`config.mk`:
```
export PLATFORM = sky130hd
export DESIGN_NAME = phagc_ctrl
export DESIGN_NICKNAME = d
export VERILOG_FILES = /design/src/hdl/phagc_pkg.sv /design/src/hdl/phagc_ctrl.sv
export SDC_FILE = /design/constraint.sdc
export NUM_CORES = 1
export LEC_CHECK = 0
export BUFFER_PORTS_ARGS = -buffer_cell sky130_fd_sc_hd__buf_2
export CAP_MARGIN = 20
export CORE_AREA = 2 2 39 41
export DETAILED_ROUTE_END_ITERATION = 10
export DIE_AREA = 0 0 41 43
export PLACE_DENSITY = 0.52
export SYNTH_ARGS = -nofsm -noshare
export SYNTH_HDL_FRONTEND = slang
export SYNTH_SLANG_ARGS = --single-unit
export TNS_END_PERCENT = 5
```
`constraint.sdc`:
```
create_clock -name clk -period 3.8 [get_ports clk]
set_clock_uncertainty 0.05 [all_clocks]
set_input_delay 0.38 -clock clk [delete_from_list [all_inputs] [get_ports clk]]
set_output_delay 0.38 -clock clk [all_outputs]
set_load 0.03 [all_outputs]
```
`src/hdl/phagc_pkg.sv`:
```
// Package for the peak-hold audio AGC: state codes, controller command and
// status structures and the fixed-point constants of the gain law.
// Depends on nothing; all other files but phagc_ram import it.
package phagc_pkg;

    localparam int SAMPLE_W = 24;
    localparam int PEAK_W   = 23;
    localparam int GAIN_W   = 22;
    localparam int OUT_W    = 16;
    localparam int PROD_W   = SAMPLE_W + GAIN_W;
    localparam int NUM_W    = 39;
    localparam int DIV_CNT_W = 6;

    localparam logic [GAIN_W-1:0]    GAIN_MAX   = 22'd3276800;
    localparam logic [GAIN_W-1:0]    GAIN_RESET = 22'd1638400;
    localparam logic [PEAK_W-1:0]    PEAK_MAX   = 23'd8388607;
    localparam logic [NUM_W-1:0]     TARGET_NUM = 39'd503316480000;
    localparam logic [DIV_CNT_W-1:0] DIV_LAST   = 6'd38;
    // ceil(2^22 / 5): exact floor(x / 5) for x below 2^20.
    localparam logic [19:0]          RECIP5     = 20'd838861;
    localparam logic [14:0]          SAT_MAX    = 15'd32767;
    localparam logic [23:0]          HALF_LSB   = 24'h800000;

    typedef enum logic [3:0] {
        ST_IDLE,
        ST_READ,
        ST_EMIT,
        ST_SCAN,
        ST_DIV_INIT,
        ST_DIV,
        ST_LIMIT,
        ST_UPDATE,
        ST_SWAP
    } phagc_state_t;

    typedef struct packed {
        logic accept;
        logic mult;
        logic emit;
        logic hist_write;
        logic scan_step;
        logic div_init;
        logic div_step;
        logic limit;
        logic update;
        logic swap;
    } phagc_cmd_t;

    typedef struct packed {
        logic end_of_frame;
        logic drain_valid;
        logic out_free;
        logic agc_en;
        logic scan_last;
        logic div_last;
    } phagc_status_t;

endpackage

```
`src/hdl/phagc_ctrl.sv`:
```
// Controller state machine of the peak-hold AGC: sequences sample handling
// and the frame-end gain update. Depends on phagc_pkg.
module phagc_ctrl
    import phagc_pkg::*;
(
    input  logic          clk,
    input  logic          rst_n,
    input  logic          in_valid,
    output logic          in_ready,
    input  phagc_status_t status,
    output phagc_cmd_t    cmd
);

    phagc_state_t state_reg, state_next;

    always_ff @(posedge clk or negedge rst_n)
    begin
        if (!rst_n)
        begin
            state_reg <= ST_IDLE;
        end
        else
        begin
            state_reg <= state_next;
        end
    end

    always_comb
    begin
        state_next = state_reg;
        cmd        = '0;
        in_ready   = 1'b0;
        case (state_reg)
            ST_IDLE:
            begin
                in_ready = 1'b1;
                if (in_valid)
                begin
                    cmd.accept = 1'b1;
                    state_next = ST_READ;
                end
            end
            ST_READ:
            begin
                cmd.mult   = 1'b1;
                state_next = ST_EMIT;
            end
            ST_EMIT:
            begin
                if (!status.drain_valid || status.out_free)
                begin
                    cmd.emit = 1'b1;
                    if (!status.end_of_frame)
                    begin
                        state_next = ST_IDLE;
                    end
                    else if (status.agc_en)
                    begin
                        cmd.hist_write = 1'b1;
                        state_next     = ST_SCAN;
                    end
                    else
                    begin
                        state_next = ST_SWAP;
                    end
                end
            end
            ST_SCAN:
            begin
                cmd.scan_step = 1'b1;
                if (status.scan_last)
                begin
                    state_next = ST_DIV_INIT;
                end
            end
            ST_DIV_INIT:
            begin
                cmd.div_init = 1'b1;
                state_next   = ST_DIV;
            end
            ST_DIV:
            begin
                cmd.div_step = 1'b1;
                if (status.div_last)
                begin
                    state_next = ST_LIMIT;
                end
            end
            ST_LIMIT:
            begin
                cmd.limit  = 1'b1;
                state_next = ST_UPDATE;
            end
            ST_UPDATE:
            begin
                cmd.update = 1'b1;
                state_next = ST_SWAP;
            end
            ST_SWAP:
            begin
                cmd.swap   = 1'b1;
                state_next = ST_IDLE;
            end
            default:
            begin
                state_next = ST_IDLE;
            end
        endcase
    end

endmodule

```
## Word level (Yosys, flattened, before mapping)

Index checks and enable logic that the tools add are counted.

| word-level totals | value |
|---|---|
| logic and storage cells | 38 |
| input bits | 9 |
| output and inout port bits | 11 |
| flip-flop bits (word level) | 4 |

| operators by class | value |
|---|---|
| eq/ne operators | 12 |
| reduce and logical (&&, ||, !) cells | 4 |
| multiplexer cells | 21 |

Operator list:

| operator | count |
|---|---|
| $pmux W4 S8 | 1 |
| $mux W4 | 6 |
| $eq A4 B3 Y1 const B | 4 |
| $mux W1 | 12 |
| $eq A4 B2 Y1 const B | 2 |
| $ne A2 B2 Y1 const B | 4 |
| $eq A4 B1 Y1 const B | 1 |
| $eq A4 B4 Y1 const B | 1 |
| $logic_not A4 Y1 | 1 |
| $mux W2 | 2 |
| $reduce_and A4 Y1 | 1 |
| $logic_not A1 Y1 | 1 |
| $logic_or A1 B1 Y1 | 1 |

## Depth between registers and ports, before layout

| logic depth | value |
|---|---|
| depth after elaboration | 4 |
| depth in mapped cells | 5 |
| gate-level depth less buffers | 4 |

## Least setup slack after synthesis

OpenSTA, ideal clock, no wires.

| timing path | value |
|---|---|
| path type | register to output |
| start | register state_reg[0] |
| end | output port cmd[9] (netlist name) |
| arrival | 2004 ps |
| stages on the path, launching flop included | 4 |
| required time | 3370 ps |
| slack | 1366 ps |
| buffers on the path | 1 |
| cell sequence | dfrtp_1 -> buf_2 -> nor4_1 -> and2_1 |

RTL lines:

| item | RTL line | text |
|---|---|---|
| start: declaration | phagc_ctrl.sv:14 | `phagc_state_t state_reg, state_next;` |
| start signal: assignment | phagc_ctrl.sv:24 | `state_reg <= state_next;` |
| end: declaration | phagc_ctrl.sv:11 | `output phagc_cmd_t cmd` |

==> out/qor.txt <==
=====================================================================================
Number of vias in the routed layout                                               353
Sum of negative setup slack                                                      0 ns
Reg-to-Reg End                                                           state_reg[0]
Multi-input logic area                                                      229.0 µm²
Worst rel slew slack                                                           0.7730
Max-cap viol count                                                                  0
Layout cell share with drive strength beyond 1                                 0.4167
Count of routing violations after the opening detailed-route iteration              4
Critical path data arrival time                                               1.78 ns
Total placed cells including tap cells                                             72
Crit path capture type                                                    output port
#FFs+latches synth                                                                  4
WP buf/inv                                                                          1
Setup repair after global routing missed its margin                                no
Number of clock buffers inserted by TritonCTS                                       3
Post-Synthesis Cells                                                               41
Synthesized net count                                                              50
Syn_area_per_cell                                                           8.514 µm²
Final slew viol count                                                               0
H-tree depth reported by CTS                                                        1
Filler instances                                                                  161
Category of the worst setup path launch point                                    flop
Number of inserted diodes                                                           0
Critical Path Slowest Stage Cell                                               or4b_4
Clock sinks                                                                         4
Global placement routability congestion                                        0.6072
Delay contributed by the slowest stage of the critical path                   0.59 ns
Endpoints failing hold                                                              0
Time the worst path needs with I/O delays and setup                          2.207 ns
Clk slew on worst S/H paths                                                   0.04 ns
Clock Root Buffer                                                            clkbuf_4
Critical register-to-register path startpoint                            state_reg[0]
Post-route clock period utilization                                            0.5808
Average routed wire per standard cell                                        10.36 µm
Vias per cell                                                                   4.645
Max FO, Critical Path                                                              13
Aggregate global-route resource usage                                          0.1080
Number of flip-flops in the largest register                                        4
Post-synthesis sequential area ratio                                           0.2867
Worst path required time                                                      3.37 ns
Logic depth of the worst register-to-register path                                  4
Post-CTS setup buffer count                                                         0
Global-route wire length before repair                                       1.262 mm
Power share of the clock group                                                  0.132
Final Hold Slack                                                            0.4197 ns
Netlist Area Pre-Place                                                      349.1 µm²
Sequential cell area                                                        100.1 µm²
Number of input and output port buffers inserted                                   19
Register-to-register path setup slack                                         2.04 ns
Combinational group share of total power                                        0.597
Post-layout instance count excluding filler cells                                  76
Switching power summed over all nets                                        0.2044 mW
Remaining global-route overflow                                                     0
Pwr Density                                                              822.2 mW/mm²
Wirelength, routed                                                             787 µm
Insertion delay of the later-clocked pin in the worst-skew pair               0.23 ns
Floorplan die height                                                            43 µm
# nets final                                                                       71
Final HPWL DP                                                                628.2 µm
Setup WS post-layout                                                         1.593 ns
Number of antenna-violating nets in the routed design                               0
Vias in the first global route                                                    291
Hold bufs inserted after CTS                                                        1
CP Cell Sequence                                                         or4b_4, nor2b_1, and3_1, buf_2
Number of setup violations in the final report                                      0
Cell-internal power                                                         0.1875 mW
Net switching fraction of the power                                            0.5215
Worst min path class                                                         in2async
Initial antenna violation count                                                     0
Unique masters post-synth                                                          22
Die boundary width                                                              41 µm
Family of cells with the greatest summed delay on the critical path      simple AND/OR/NAND/NOR gates
Total number of yosys warnings                                                      0
Detailed Routing Iterations Pass 1                                                  4
Total Die Area                                                           0.001763 mm²
Worst IR Drop VDD                                                            312.5 µV
Worst setup path category                                                     reg2out
Clock Path Buffers                                                                  2
Setup WS pre-CTS                                                             1.832 ns
TritonCTS clock tree                                                            built
Number of cells upsized or downsized after cts                                      0
Status                                                                      completed
Top Ports                                                                          20
Commonest non-fill, non-tap cells in the layout                          buf_2, nor2_1, a21oi_1, dfrtp_1
Area Overhead vs Synth                                                         36.56%
Achievable Freq                                                             453.1 MHz
Maximum number of pins on one net before global-route repair                       14
DRC                                                                                 0
Std-Cell Rows                                                                      14
Effective utilization at floorplan                                             0.2523
Leakage power total                                                         0.2279 nW
Power share of the sequential group                                             0.271
Area of the core region                                                  0.001384 mm²
Most common library cell in the layout ignoring fill and taps                   buf_2
Worst Max-Slew Pin Slew                                                     0.3405 ns
=====================================================================================
[how the worst max path moves through the flow]
stage | from | slack (ns) | end | cells after the start
after global routing | state_reg[0] | 1.47 | cmd[6] | 4
final | state_reg[0] | 1.59 | cmd[6] | 4
after floorplan | state_reg[0] | 1.37 | cmd[9] | 3
after CTS | state_reg[0] | 1.58 | cmd[6] | 4
after detailed placement | state_reg[0] | 1.83 | cmd[6] | 4
after global placement | state_reg[0] | 1.85 | cmd[6] | 4
[routing by layer]
metal,vias to the layer above,wire (µm),track usage
li1,191,-,-
met1,148,394,0.1503
met2,14,326,0.1250
met3,0,65,0.03141
met4,0,0,0.1000
met5,-,0,0
[cell families after synthesis]
family          share of synthesized area
compound gates                     0.1649
buf+inv                           0.05735
flops                              0.2867
mux                               0.06451
simple gates                       0.4265
[through the flow]
| step | utilization | total power [mW] | instance area (µm²) |
|---|---|---|---|
| final | 0.3445 | 0.3920 | 476.7 |
| after global routing | 0.3445 | 0.4320 | 476.7 |
| after CTS | 0.3445 | 0.3983 | 476.7 |
| after detailed placement | 0.3210 | 0.3430 | 444.2 |
| after global placement | 0.3210 | 0.3410 | 444.2 |
| after floorplan | - | 0.2940 | 349.1 |
[Yosys cell counts]
cell type	count	share of area
or3b_1	1	0.025
buf_2	4	0.057
nor3_1	3	0.043
nor2_1	4	0.043
dfrtp_1	4	0.29
nor2b_1	1	0.018
o21ai_1	1	0.014
a21oi_2	1	0.025
nor4_1	1	0.018
nor4bb_1	1	0.029
and3_1	1	0.018
nand2b_1	3	0.054
or3_1	1	0.018
nor3b_1	2	0.043
mux2_1	2	0.065
o32ai_2	1	0.047
or4b_4	1	0.039
nor4b_1	2	0.050
nand2_1	1	0.011
a21oi_1	4	0.057
and2_1	1	0.018
a211oi_1	1	0.022
[power by group through the flow]
stage / clock [mW] / sequential (mW) / combinational, mW
5_1_grt: 0.0600 / 0.114 / 0.258
3_3_place_gp: 0 / 0.106 / 0.235
3_5_place_dp: 0 / 0.107 / 0.236
6_report: 0.0516 / 0.106 / 0.234
4_1_cts: 0.0550 / 0.106 / 0.237
2_1_floorplan: 0 / 0.0698 / 0.224
[final cells by class]
cell class | instances | share of cell area
Multi-Input combinational cell | 33 | 0.4803
Timing Repair Buffer | 20 | 0.2205
Sequential cell | 4 | 0.2100
Clock buffer | 3 | 0.04724
Tap cell | 16 | 0.04199
(Power assumes the default switching activity.)
